## src/rtl/upds_pkg.sv

```systemverilog
// upds_pkg: shared types and constants for the up/down pot wiper sequencer
// used by upds_step, upds_state and the top level under rtl; depends on nothing
`default_nettype none

package upds_pkg;

	// default full-scale wiper position (end B)
	localparam int unsigned MAX_POSITION_DEF = 63;
	// device power-up wiper position
	localparam int unsigned POWER_UP_POS = 'h1f;

	localparam logic [1:0] OP_TICK    = 2'd0;
	localparam logic [1:0] OP_SET     = 2'd1;
	localparam logic [1:0] OP_FORCE_B = 2'd2;

	typedef enum logic [1:0] {
		PH_IDLE       = 2'd0,
		PH_DIR_SET    = 2'd1,
		PH_TO_LOAD    = 2'd2,
		PH_TO_TRIGGER = 2'd3
	} phase_t;

	// pin and sequence state passed between step logic and state register
	typedef struct packed {
		phase_t phase;
		logic   ud;
		logic   cs;
	} pins_t;

	localparam pins_t PINS_RESET = '{phase: PH_IDLE, ud: 1'b0, cs: 1'b1};

endpackage

`default_nettype wire

```

## src/rtl/upds_in_reg.sv

```systemverilog
// upds_in_reg: input register stage for command transactions
// depends on nothing but the handshake from the top level
`default_nettype none

module upds_in_reg (
	input  wire logic       clk,
	input  wire logic       arst_n,
	input  wire logic       in_valid,
	output logic            in_ready,
	input  wire logic [1:0] opcode,
	input  wire logic [7:0] target_value,
	input  wire logic       take,
	output logic            valid_s1,
	output logic [1:0]      opcode_s1,
	output logic [7:0]      target_s1
);

	assign in_ready = !valid_s1 || take;

	always_ff @(posedge clk or negedge arst_n) begin
		if (!arst_n) begin
			valid_s1 <= 1'b0;
		end else if (in_ready) begin
			valid_s1 <= in_valid;
		end
	end

	always_ff @(posedge clk) begin
		if (in_valid && in_ready) begin
			opcode_s1 <= opcode;
			target_s1 <= target_value;
		end
	end

endmodule

`default_nettype wire

```

## src/rtl/upds_step.sv

```systemverilog
// upds_step: combinational next state for one command (tick, set target, force to end b)
// depends on upds_pkg
`default_nettype none

module upds_step #(
	parameter int unsigned MAX_POSITION = upds_pkg::MAX_POSITION_DEF,
	parameter int unsigned POS_W        = $clog2(MAX_POSITION + 1)
) (
	input  wire logic [1:0]         opcode,
	input  wire logic [7:0]         target_value,
	input  wire logic [POS_W-1:0]   now_q,
	input  wire logic [POS_W-1:0]   goal_q,
	input  wire upds_pkg::pins_t    pins_q,
	output logic [POS_W-1:0]        now_d,
	output logic [POS_W-1:0]        goal_d,
	output upds_pkg::pins_t         pins_d
);

	localparam int unsigned CW = ((POS_W > 8) ? POS_W : 8) + 1;
	localparam logic [CW-1:0] MAX_X = CW'(MAX_POSITION);

	logic [CW-1:0]    tv_x;
	logic [POS_W-1:0] clamped;
	logic             at_goal;
	logic             going_up;

	assign tv_x     = {{(CW-8){target_value[7]}}, target_value};
	assign at_goal  = (now_q == goal_q);
	assign going_up = (goal_q > now_q);

	always_comb begin
		if (target_value[7]) begin
			clamped = '0;
		end else if (tv_x > MAX_X) begin
			clamped = POS_W'(MAX_POSITION);
		end else begin
			clamped = tv_x[POS_W-1:0];
		end
	end

	always_comb begin
		now_d  = now_q;
		goal_d = goal_q;
		pins_d = pins_q;
		case (opcode)
			upds_pkg::OP_TICK: begin
				if (at_goal) begin
					pins_d.cs    = 1'b1;
					pins_d.phase = upds_pkg::PH_IDLE;
				end else begin
					case (pins_q.phase)
						upds_pkg::PH_IDLE: begin
							pins_d.ud    = going_up;
							pins_d.phase = upds_pkg::PH_DIR_SET;
						end
						upds_pkg::PH_DIR_SET: begin
							pins_d.cs    = 1'b0;
							pins_d.phase = upds_pkg::PH_TO_LOAD;
						end
						upds_pkg::PH_TO_LOAD: begin
							pins_d.ud    = !pins_q.ud;
							pins_d.phase = upds_pkg::PH_TO_TRIGGER;
						end
						default: begin
							// trigger edge: wiper moves one step toward goal
							pins_d.ud    = !pins_q.ud;
							now_d        = going_up ? now_q + POS_W'(1) : now_q - POS_W'(1);
							pins_d.phase = upds_pkg::PH_TO_LOAD;
						end
					endcase
				end
			end
			upds_pkg::OP_SET: begin
				goal_d = clamped;
			end
			upds_pkg::OP_FORCE_B: begin
				now_d  = POS_W'(MAX_POSITION);
				goal_d = '0;
			end
			default: begin
			end
		endcase
	end

endmodule

`default_nettype wire

```

## src/rtl/upds_state.sv

```systemverilog
// upds_state: wiper and pin state registers, which also serve as the result register
// depends on upds_pkg
`default_nettype none

module upds_state #(
	parameter int unsigned MAX_POSITION = upds_pkg::MAX_POSITION_DEF,
	parameter int unsigned POS_W        = $clog2(MAX_POSITION + 1)
) (
	input  wire logic               clk,
	input  wire logic               arst_n,
	input  wire logic               take,
	input  wire logic               out_ready,
	input  wire logic [POS_W-1:0]   now_d,
	input  wire logic [POS_W-1:0]   goal_d,
	input  wire upds_pkg::pins_t    pins_d,
	output logic                    out_valid_q,
	output logic [POS_W-1:0]        now_q,
	output logic [POS_W-1:0]        goal_q,
	output upds_pkg::pins_t         pins_q
);

	localparam int unsigned RESET_POS =
		(upds_pkg::POWER_UP_POS > MAX_POSITION) ? MAX_POSITION : upds_pkg::POWER_UP_POS;

	// state only moves when the result slot is free, so it doubles as the result
	always_ff @(posedge clk or negedge arst_n) begin
		if (!arst_n) begin
			out_valid_q <= 1'b0;
			now_q       <= POS_W'(RESET_POS);
			goal_q      <= POS_W'(RESET_POS);
			pins_q      <= upds_pkg::PINS_RESET;
		end else begin
			if (take) begin
				out_valid_q <= 1'b1;
				now_q       <= now_d;
				goal_q      <= goal_d;
				pins_q      <= pins_d;
			end else if (out_ready) begin
				out_valid_q <= 1'b0;
			end
		end
	end

endmodule

`default_nettype wire

```

## src/rtl/updown_pot_wiper_sequencer_top.sv

```systemverilog
// updown_pot_wiper_sequencer_top: top level of the up/down pot wiper sequencer
// depends on upds_pkg, upds_in_reg, upds_step, upds_state
`default_nettype none

// Drives one up/down digital potentiometer. Each command transaction (tick,
// set target, force to end B) yields one result transaction with the chip
// select and up/down pin levels, the assumed wiper position and a done flag.
// A command goes from the input register through the single next-state
// step into the state/result register; one command is taken every cycle
// while the result is not stalled. The state registers hold the result,
// so a stalled result holds the sequencer as well.
module updown_pot_wiper_sequencer_top #(
	parameter int unsigned MAX_POSITION = upds_pkg::MAX_POSITION_DEF,
	parameter int unsigned POS_W        = $clog2(MAX_POSITION + 1)
) (
	input  wire logic             clk,
	input  wire logic             arst_n,
	input  wire logic             in_valid,
	output logic                  in_ready,
	input  wire logic [1:0]       opcode,
	input  wire logic [7:0]       target_value,
	output logic                  out_valid,
	input  wire logic             out_ready,
	output logic                  done_res,
	output logic                  chip_select_n,
	output logic                  up_down_level,
	output logic [POS_W-1:0]      wiper_position
);

	logic             valid_s1;
	logic [1:0]       opcode_s1;
	logic [7:0]       target_s1;
	logic             take;
	logic [POS_W-1:0] now_q;
	logic [POS_W-1:0] goal_q;
	logic [POS_W-1:0] now_d;
	logic [POS_W-1:0] goal_d;
	upds_pkg::pins_t  pins_q;
	upds_pkg::pins_t  pins_d;

	assign take = valid_s1 && (!out_valid || out_ready);

	upds_in_reg u_in_reg (
		.clk          (clk),
		.arst_n       (arst_n),
		.in_valid     (in_valid),
		.in_ready     (in_ready),
		.opcode       (opcode),
		.target_value (target_value),
		.take         (take),
		.valid_s1     (valid_s1),
		.opcode_s1    (opcode_s1),
		.target_s1    (target_s1)
	);

	upds_step #(
		.MAX_POSITION (MAX_POSITION),
		.POS_W        (POS_W)
	) u_step (
		.opcode       (opcode_s1),
		.target_value (target_s1),
		.now_q        (now_q),
		.goal_q       (goal_q),
		.pins_q       (pins_q),
		.now_d        (now_d),
		.goal_d       (goal_d),
		.pins_d       (pins_d)
	);

	upds_state #(
		.MAX_POSITION (MAX_POSITION),
		.POS_W        (POS_W)
	) u_state (
		.clk         (clk),
		.arst_n      (arst_n),
		.take        (take),
		.out_ready   (out_ready),
		.now_d       (now_d),
		.goal_d      (goal_d),
		.pins_d      (pins_d),
		.out_valid_q (out_valid),
		.now_q       (now_q),
		.goal_q      (goal_q),
		.pins_q      (pins_q)
	);

	assign done_res       = (now_q == goal_q);
	assign chip_select_n  = pins_q.cs;
	assign up_down_level  = pins_q.ud;
	assign wiper_position = now_q;

endmodule

`default_nettype wire

```

## config.mk

```make
export PLATFORM = sky130hd
export DESIGN_NAME = updown_pot_wiper_sequencer_top
export DESIGN_NICKNAME = d
export VERILOG_FILES = /design/src/rtl/upds_pkg.sv /design/src/rtl/upds_in_reg.sv /design/src/rtl/upds_step.sv /design/src/rtl/upds_state.sv /design/src/rtl/updown_pot_wiper_sequencer_top.sv
export SDC_FILE = /design/constraint.sdc
export NUM_CORES = 1
export LEC_CHECK = 0
export BUFFER_PORTS_ARGS = -buffer_cell sky130_fd_sc_hd__buf_2
export CELL_PAD_IN_SITES_DETAIL_PLACEMENT = 0
export CELL_PAD_IN_SITES_GLOBAL_PLACEMENT = 1
export CORE_MARGIN = 2
export CORE_UTILIZATION = 30
export DETAILED_ROUTE_END_ITERATION = 8
export GPL_ROUTABILITY_DRIVEN = 0
export PLACE_DENSITY = 0.66
export SKIP_LAST_GASP = 1
export SYNTH_ARGS = -nofsm -noshare
export SYNTH_HDL_FRONTEND = slang
export SYNTH_HIERARCHICAL = 1
export SYNTH_SLANG_ARGS = --single-unit
```

## constraint.sdc

```tcl
create_clock -name clk -period 5 [get_ports clk]
set_clock_uncertainty 0.05 [all_clocks]
set_input_delay 1.25 -clock clk [delete_from_list [all_inputs] [get_ports clk]]
set_output_delay 1.25 -clock clk [all_outputs]
set_load 0.02 [all_outputs]
```

==> results of run 1 <==
-- per-layer routing --
| metal | wire, um | part of all wire | global-route usage |
|---|---|---|---|
| met1 | 1650 | 0.51 | 0.153 |
| met2 | 1500 | 0.46 | 0.184 |
| met3 | 101 | 0.031 | 0.0300 |
| met4 | 16 | 0.0049 | 0.0203 |
| met5 | 0 | 0 | 0 |
-- where the power goes --
| part | internal, uW | total (uW) | switching [uW] | leakage (uW) |
|---|---|---|---|---|
| logic | 204 | 408 | 204 | 0.000576 |
| clock network | 107 | 182 | 74.7 | 0.0000357 |
| registers | 315 | 392 | 77.0 | 0.000287 |
-- state kept, by name (all words and copies together) (netlist names) --
name	count
u_in_reg/target_s1	8
u_state/goal_q	6
u_state/now_q	6
u_state/pins_q	4
u_in_reg/opcode_s1	2
u_in_reg/valid_s1	1
u_state/out_valid_q	1
-- stage by stage --
stage | cells | total power, uW | cell area, um2 | util
6_report | 255 | 982 | 2050 | 0.350
5_1_grt | 255 | 1060 | 2050 | 0.350
4_1_cts | 255 | 996 | 2050 | 0.350
3_5_place_dp | 251 | 809 | 1970 | 0.337
3_3_place_gp | 251 | 803 | 1970 | 0.337
2_1_floorplan | 155 | 707 | 1790 | -
-- Yosys cell counts (all sizes together) --
library cell,instances,area share
a211o,4,0.020
a21boi,2,0.0084
a21o,3,0.013
a21oi,5,0.014
a311o,1,0.0056
and2,1,0.0049
and4,1,0.0063
buf,3,0.020
clkbuf,1,0.0021
dfrtp,7,0.098
dfstp,11,0.16
edfxtp,10,0.17
fa,1,0.011
ha,14,0.098
inv,18,0.038
mux2,16,0.12
mux2i,4,0.022
nand2,5,0.010
nand2b,3,0.015
nand3,3,0.0084
nand4,1,0.0035
nor2,8,0.017
nor2b,2,0.0070
nor3,1,0.0056
o211ai,6,0.025
o21a,1,0.0042
o21ai,9,0.025
o21bai,1,0.0042
o31a,1,0.0049
o31ai,1,0.0070
or3,1,0.0035
xnor2,6,0.029
xor2,4,0.020
-- area by class of cell --
class,count,area share
Multi-Input combinational cell,105,0.450
Sequential cell,28,0.374
Timing Repair Buffer,25,0.0624
Tap cell,75,0.0459
Inverter,18,0.0330
Clock buffer,3,0.0202
Clock inverter,1,0.0147
-- cell families (layout without fill, tap and decap cells) --
group | Yosys count | in the layout | synth area share
compound gates | 34 | 34 | 0.131
xor+xnor | 10 | 10 | 0.0489
fa+ha+maj | 15 | 15 | 0.109
buf+inv | 22 | 47 | 0.0601
flops | 28 | 28 | 0.427
mux | 20 | 20 | 0.142
simple gates | 26 | 26 | 0.0811
-- critical path: cells and delay by family (launching register included) --
kind | cells | cell delay [ns]
AO/OA/AOI/OAI | 4 | 1.03
adder cells (fa/ha/maj) | 2 | 0.66
flip-flops | 1 | 0.62
multiplexers | 3 | 0.52
AND/OR/NAND/NOR | 2 | 0.48
buffers and inverters | 1 | 0.06
-- worst min-delay path by stage --
stage	from	to	depth (start not counted)
global route	u_state/out_valid_q	u_state/out_valid_q	1
finish	u_state/out_valid_q	u_state/out_valid_q	1
CTS	u_state/out_valid_q	u_state/out_valid_q	1
detailed placement	u_state/out_valid_q	u_state/out_valid_q	1
floorplan	u_state/pins_q[3]	u_state/pins_q[3]	1
global placement	u_in_reg/valid_s1	u_in_reg/valid_s1	2
==> flow_summary.toml, run 1 <==
[die]
start_util = 0.306
fp.dieW_um = 81.2
num_rows = 28
dieArea_mm2 = 0.00660
dieHeight_um = 81.2
design.core.area_mm2 = 0.00585
io_pins = 25

[critical_path]
cp_slowest_cell = "dfstp_2"
arrival_ns = 3.66
r2r_end = "u_state/now_q[5]"
crit_path_end_kind = "register"
cp_slowest_stage_delay_ns = 0.62
crit_end = "u_state/now_q[5]"
crit_type = "register to register"
path_cells = "inv_1 -> ha_1 -> nor2b_1 -> o21a_1 -> o31ai_2 -> ha_1 -> a21oi_1 -> a21oi_1 -> or3_1 -> mux2i_1 -> mux2i_1 -> mux2_2"
startpoint = "u_state/now_q[1]"
start_kind = "register"
required_ns = 5.13
timing.rr.start = "u_state/now_q[1]"
reg2reg_depth = 12
r2r_slack_ns = 1.47
crit_fanout = 8

[grt]
grt_pass1_vias = 1151
grt_util_all_layers = 0.113
grt_pass1_wl_um = 5670
grt_max_degree = 19
globalRoute.totalOverflow = 0
antenna_found_initial = 0

[clocking]
cts.sinks = 28
cts_buffer_depth = 2
cts-buffers-inserted = 3
root_buffer = "clkbuf_8"
cts_hold_buffers = 0
post_cts_buffers = 0
cts_resized = 0
clk_pin_slew_worst_paths_ns = 0.11
cts_tree = "yes"
clock_latency_ns = 0.27
cts.htree.levels = 1

[sta]
worst_slack_ns = 1.47
fmax_mhz = 283
finalMaxSlewViolations = 0
hold_viol = 0
slew_headroom = 0.530
worstMarginPinSlew_ns = 0.701
rsz0062_at_grt = "false"
setup_tns_ns = 0
setup_viol = 0
fin_crit_ns = 3.53
fin_hold_ws_ns = 0.496
finalCritPeriodShare = 0.706

[detailed_routing]
wl_per_cell_um = 12.8
vias = 1141
drc_errors = 0
vias_per_cell = 4.47
antenna_left = 0
wl_um = 3260
dr.pass1.iters = 4
drt_iter0_drc = 22

[synth]
synthCells = 155
ys_ff_latch = 28
synthesis.nets = 184
ys_warn_count = 6
syn_area_mm2 = 0.00179
synth_cell_types = 38
synth_area_per_cell_um2 = 11.5
synth_seq_area_share = 0.427

[power]
powerDensity_mw_per_mm2 = 480
p_leak_uw = 0.000899
peakVddDrop_mv = 0.184

[place]
dp_hpwl_um = 2490
numPortBuffers = 24
preCtsSetupSlack_ns = 1.46

[layout]
final_common_cell = "buf_2"
seq_area_um2 = 764
layout_common_cells = "buf_2 (24), inv_1 (18), ha_1 (14)"
syn_to_final_growth_pct = 14.3
nFillCells = 588
drive_gt1_frac = 0.350
multi_input_area_um2 = 921
fin_nets = 210
antennaDiodeCount = 0

[run]
max-cap-violations = 0

[hold_path]
min_path_type = "register to register"

[outcome]
outcome = "finished clean"
Power figures use the tool's default switching activity.
==> run 2, diff against run 1 <==
--- a/config.mk
+++ b/config.mk
@@ -5,6 +5,7 @@
 export SDC_FILE = /design/constraint.sdc
 export NUM_CORES = 1
 export LEC_CHECK = 0
+export ABC_AREA = 1
 export BUFFER_PORTS_ARGS = -buffer_cell sky130_fd_sc_hd__buf_2
 export CELL_PAD_IN_SITES_DETAIL_PLACEMENT = 0
 export CELL_PAD_IN_SITES_GLOBAL_PLACEMENT = 1
@@ -12,7 +13,7 @@
 export CORE_UTILIZATION = 30
 export DETAILED_ROUTE_END_ITERATION = 8
 export GPL_ROUTABILITY_DRIVEN = 0
-export PLACE_DENSITY = 0.66
+export PLACE_DENSITY = 0.69
 export SKIP_LAST_GASP = 1
 export SYNTH_ARGS = -nofsm -noshare
 export SYNTH_HDL_FRONTEND = slang
==> constraint.sdc (replaced) <==
create_clock -name clk -period 3.3 [get_ports clk]
set_clock_uncertainty 0.05 [all_clocks]
set_input_delay 0.825 -clock clk [delete_from_list [all_inputs] [get_ports clk]]
set_output_delay 0.825 -clock clk [all_outputs]
set_load 0.02 [all_outputs]
==> run 2 against run 1 <==
Net effect:
- total power is 80% higher
- routed wire length is 20% higher
- worst hold slack worse by 0.075 ns
- register-to-register slack worse by 0.97 ns
- area after synthesis is 6.6% higher
- die area is 6.3% higher
- non-clock buffer count stayed put
- sequential power is 54% higher
- final area is 5.7% higher
- final cell count is 36% higher
- worst setup slack worse by 0.97 ns
- sequential cell count stayed put
==> flow_summary.toml, run 2 <==
[outcome]
outcome = "finished clean"

[layout]
postLayoutCellArea_mm2 = 0.00216
largest_reg_flops = 8
regMostFlops = "u_in_reg/target_s1"
fin_nets = 299
layout_common_cells = "nand2_1 (87), inv_1 (40), buf_2 (24)"
antennaDiodeCount = 0
drive_gt1_frac = 0.219
fin_util = 0.347
final_common_cell = "nand2_1"
reg_top3 = "u_in_reg/target_s1 x8, u_state/goal_q x6, u_state/now_q x6"
syn_to_final_growth_pct = 13.4

[grt]
grt_pass1_vias = 1422
grt_pass1_wl_um = 6670
grt_max_degree = 19
antenna_found_initial = 0
grt_util_all_layers = 0.118
globalRoute.totalOverflow = 0

[clocking]
cts_tree = "yes"
cts.sinks = 28
clk_pin_slew_worst_paths_ns = 0.10
cts_buffer_depth = 2
cts-buffers-inserted = 3
clock_latency_ns = 0.28
cts.htree.levels = 1
root_buffer = "clkbuf_8"
cts_resized = 0
post_cts_buffers = 0
cts_hold_buffers = 0

[power]
p_leak_uw = 0.00108
peakVddDrop_mv = 0.270
powerDensity_mw_per_mm2 = 815

[die]
design.core.area_mm2 = 0.00624
dieHeight_um = 83.8
dieArea_mm2 = 0.00701
io_pins = 25
num_rows = 29
start_util = 0.306
fp.dieW_um = 83.8

[critical_path]
crit_type = "register to register"
required_ns = 3.47
arrival_ns = 2.97
crit_fanout = 7
crit_path_end_kind = "register"
start_kind = "register"
reg2reg_depth = 16

[place]
dp_hpwl_um = 2910
placed_area_mm2 = 0.00209
numPortBuffers = 24

[synth]
synthesis.nets = 272
ys_warn_count = 6
synth_seq_area_share = 0.401
syn_area_mm2 = 0.00191
synthCells = 243
yosys.area_share.simple = 0.290
synthFlopType = "dfstp_2"
synth_fa_ha_area_frac = 0.102
ys_top_cells_by_area = "nand2_1 (17%), edfxtp_1 (16%), dfstp_2 (15%), dfrtp_1 (9.2%), ha_1 (9.2%)"
synthTopCellsByCount = "nand2_1 (87), inv_1 (40), o21ai_0 (15)"
yosys.area.top_type_share = 0.171
synth-async-reset-ratio = 0.643
synth_edf_count = 10
synth-compound-area-share = 0.0885
synth_cell_types = 35
synth_top_family_by_area = "simple AND/OR/NAND/NOR gates"
synth-xor-area-share = 0.00918
yosys.area.top_type = "nand2_1"
yosys.cell_count.top_type = "nand2_1"
ys_ff_latch = 28
synth_area_per_cell_um2 = 7.85
synth_mux_area_frac = 0

[detailed_routing]
drt_iter0_drc = 49
vias_per_cell = 4.35
drc_errors = 0
vias = 1505
wl_per_cell_um = 11.3
wl_um = 3900
antenna_left = 0
dr.pass1.iters = 4

[sta]
fin_hold_ws_ns = 0.422
hold_viol = 0
finalMaxSlewViolations = 0
setup_viol = 0
setup_tns_ns = 0
fmax_mhz = 357
finalCritPeriodShare = 0.849
fin_crit_ns = 2.80
slew_headroom = 0.457
rsz0062_at_grt = "false"
worstMarginPinSlew_ns = 0.815

[run]
max-cap-violations = 0

[hold_path]
min_path_type = "input port to async pin"
run 2: worst max-delay path, stage by stage, from the launching register on:
cell      delay [ns]
dfstp_2         0.63
inv_1           0.07
ha_1            0.30
nand2_2         0.08
nor2_4          0.13
nand2_1         0.08
nand3_2         0.09
nand2_2         0.13
ha_1            0.33
nand2_1         0.07
nand2_1         0.06
o21bai_1        0.17
or2_2           0.27
nand3_1         0.09
nand3_1         0.08
nand2_1         0.07
nand2_1         0.05
run 2: power by group:
group          leakage, uW  internal, uW  switching, uW  total, uW
sequential        0.000294           477            127        605
clock            0.0000357           163            113        276
combinational     0.000752           339            545        884
total              0.00108           979            785       1760
run 2: layer usage:
layer | up-vias | routed length (um) | GRT usage
met2 | 20 | 1870 | 0.202
met3 | 4 | 103 | 0.0208
met4 | 0 | 44 | 0.0352
met1 | 666 | 1880 | 0.152
met5 | - | 0 | 0
li1 | 815 | - | -
run 2: path summary, 6_finish.rpt:
path / from / slack (ns) / endpoint
min reg2reg: u_state/pins_q[0] / 0.43 / u_state/pins_q[0]
min: arst_n / 0.42 / u_in_reg/valid_s1
max: u_state/now_q[4] / 0.50 / u_state/now_q[3]
min in group clk: u_state/pins_q[0] / 0.43 / u_state/pins_q[0]
max reg2reg: u_state/now_q[4] / 0.50 / u_state/now_q[3]
max in group asynchronous: arst_n / 2.43 / u_state/now_q[3]
run 2: area by class of cell:
class,instances,area [um2]
Clock buffer,3,41.3
Clock inverter,1,30.0
Fill cell,677,4080
Inverter,42,168
Multi-Input combinational cell,170,936
Sequential cell,28,764
Tap cell,77,96.3
Timing Repair Buffer,25,128
run 2: kinds of logic (layout without fill, tap and decap cells):
kind of cell    count (synthesis)  after routing
compound gates                 29             29
fa+ha+maj                      15             15
flops                          28             28
buf+inv                        45             71
xor+xnor                        2              2
simple gates                  124            124
run 2: through the flow:
stage               setup slack, ns  power (uW)  std cells
floorplan                     0.698        1290        243
global placement              0.551        1490        342
detailed placement            0.533        1490        342
CTS                           0.481        1780        346
global route                  0.186        1950        346
finish                        0.500        1760        346
==> run 3, diff against run 2 <==
--- a/config.mk
+++ b/config.mk
@@ -13,7 +13,7 @@
 export CORE_UTILIZATION = 30
 export DETAILED_ROUTE_END_ITERATION = 8
 export GPL_ROUTABILITY_DRIVEN = 0
-export PLACE_DENSITY = 0.69
+export PLACE_DENSITY = 0.72
 export SKIP_LAST_GASP = 1
 export SYNTH_ARGS = -nofsm -noshare
 export SYNTH_HDL_FRONTEND = slang
==> constraint.sdc (replaced) <==
create_clock -name clk -period 2.25 [get_ports clk]
set_clock_uncertainty 0.05 [all_clocks]
set_input_delay 0.5625 -clock clk [delete_from_list [all_inputs] [get_ports clk]]
set_output_delay 0.5625 -clock clk [all_outputs]
set_load 0.02 [all_outputs]
==> run 3 against run 2 <==
Net effect:
- fmax up 11%
- via count up 10%
- the flow now finishes with violations (negative setup slack)
- non-clock buffer count up 33
- combinational power rose to 2.7 times the previous value
- critical endpoint is now u_state/now_q[5]
- first-iteration DRC count up 29%
- largest cell class unchanged
==> flow_summary.toml, run 3 (synthesis gave the netlist of run 2 again) <==
[critical_path]
crit_fanout = 7
crit_path_end_kind = "register"
start_kind = "register"
crit_type = "register to register"
timing.rr.start = "u_state/now_q[3]"
startpoint = "u_state/now_q[3]"
required_ns = 2.37
arrival_ns = 2.64

[layout]
final_common_cell = "nand2_1"
drive_gt1_frac = 0.411
regMostFlops = "u_in_reg/target_s1"
nFillCells = 640
fin_nets = 332
layout_common_cells = "nand2_1 (81), inv_1 (35), buf_4 (32)"
antennaDiodeCount = 0
reg_top3 = "u_in_reg/target_s1 x8, u_state/goal_q x6, u_state/now_q x6"
syn_to_final_growth_pct = 37.9
largest_reg_flops = 8

[power]
p_total_uw = 3480
clkPwrFrac = 0.089
power_frac_seq = 0.226
p_int_uw = 1940
comb_power_share = 0.685
peakVddDrop_mv = 0.580
p_leak_uw = 0.00127
p_sw_frac = 0.442
p_sw_uw = 1540
powerDensity_mw_per_mm2 = 1320

[clocking]
cts.sinks = 28
cts-buffers-inserted = 3
root_buffer = "clkbuf_8"
cts_tree = "yes"
cts_buffer_depth = 2
clock_latency_ns = 0.27
clk_pin_slew_worst_paths_ns = 0.09
cts.htree.levels = 1

[sta]
rsz0062_at_grt = "true"
fmax_mhz = 398
fin_hold_ws_ns = 0.165
setup_viol = 4
setup_tns_ns = -0.887
fin_crit_ns = 2.51
finalMaxSlewViolations = 0
worstMarginPinSlew_ns = 0.430
slew_headroom = 0.714
worst_slack_ns = -0.264
hold_viol = 0
finalCritPeriodShare = 1.12

[detailed_routing]
drt_iter0_drc = 63
wl_um = 4440
antenna_left = 0
dr.pass1.iters = 4
drc_errors = 0
vias_per_cell = 4.37
wl_per_cell_um = 11.7
vias = 1657

[place]
numPortBuffers = 24
dp_hpwl_um = 3170

[die]
dieHeight_um = 83.8
num_rows = 29
fp.dieW_um = 83.8
dieArea_mm2 = 0.00701
start_util = 0.306
design.core.area_mm2 = 0.00624
io_pins = 25

[grt]
antenna_found_initial = 0
grt_pass1_vias = 1509
grt_max_degree = 19
grt_pass1_wl_um = 7050
globalRoute.totalOverflow = 0
grt_util_all_layers = 0.123

[outcome]
violations = "negative setup slack"
outcome = "finished, violations left"

[run]
max-cap-violations = 0

[hold_path]
min_path_type = "input port to async pin"
-- run 3: cell types whose count changed in the layout (fill, tap and decap cells not counted), sizes merged --
cell	change
clkbuf	+1
bufinv	-1
buf	+33
-- run 3: repair_timing --
| action | CTS | global route |
|---|---|---|
| pin swaps | 13 | 26 |
| buffers inserted | 5 | 4 |
| hold buffers | 0 | 0 |
| endpoints found under the setup margin | 5 | 6 |
| gates resized for setup | 9 | 21 |
-- run 3: cell type report --
class / instances / area [um2] / share of cell area
well taps: 77 / 96.3 / 0.0366
multi-input cells: 170 / 1160 / 0.443
flip-flops and latches: 28 / 764 / 0.291
clock buffers: 4 / 55.1 / 0.0209
inverters: 42 / 168 / 0.0637
repair buffers: 58 / 383 / 0.146
-- run 3: worst paths after layout --
check | end | slack, ns | depth (start not counted)
max | u_state/now_q[5] | -0.26 | 20
min | u_in_reg/valid_s1 | 0.16 | 1
max reg2reg | u_state/now_q[5] | -0.26 | 20
min reg2reg | u_state/pins_q[0] | 0.43 | 2
max in group asynchronous | u_state/now_q[3] | 1.65 | 1
min in group clk | u_in_reg/target_s1[1] | 0.41 | 1
-- run 3: per-stage QoR --
step           std cells  area (um2)   util  worst slack [ns]
5_1_grt              379        2630  0.422            -0.361
3_5_place_dp         367        2370  0.381            -0.258
6_report             379        2630  0.422            -0.264
2_1_floorplan        243        2000      -            -0.318
4_1_cts              376        2520  0.403            -0.253
3_3_place_gp         367        2370  0.381            -0.261
-- run 3: critical path, cell delays in order (launching register included) --
cell and delay [ns]:
dfstp_2 0.55, inv_2 0.04, ha_4 0.26, nand2_4 0.05, nor2_4 0.13, buf_6 0.12
nand3_4 0.08, nand2_8 0.12, ha_4 0.23, nand2_4 0.09, inv_2 0.04, nand2_2 0.06
nand2_2 0.06, nor2_4 0.13, inv_2 0.04, nand2_2 0.06, nand3_2 0.06, nand2_1 0.07
nand3_1 0.06, nand2_1 0.07, nand2_1 0.04
-- run 3: power by group through the flow --
stage	sequential [uW]	combinational [uW]	clock (uW)
after floorplan	952	1100	0
after global placement	793	1860	0
after detailed placement	795	1870	0
after CTS	789	2040	321
after global routing	804	2620	345
final	787	2380	309
-- run 3: metal layers --
layer / vias up / share of wire / global-route usage
met1: 748 / 0.50 / 0.171
met4: 0 / 0.010 / 0.0264
met5: - / 0 / 0
li1: 879 / - / -
met3: 4 / 0.026 / 0.0158
met2: 26 / 0.46 / 0.204
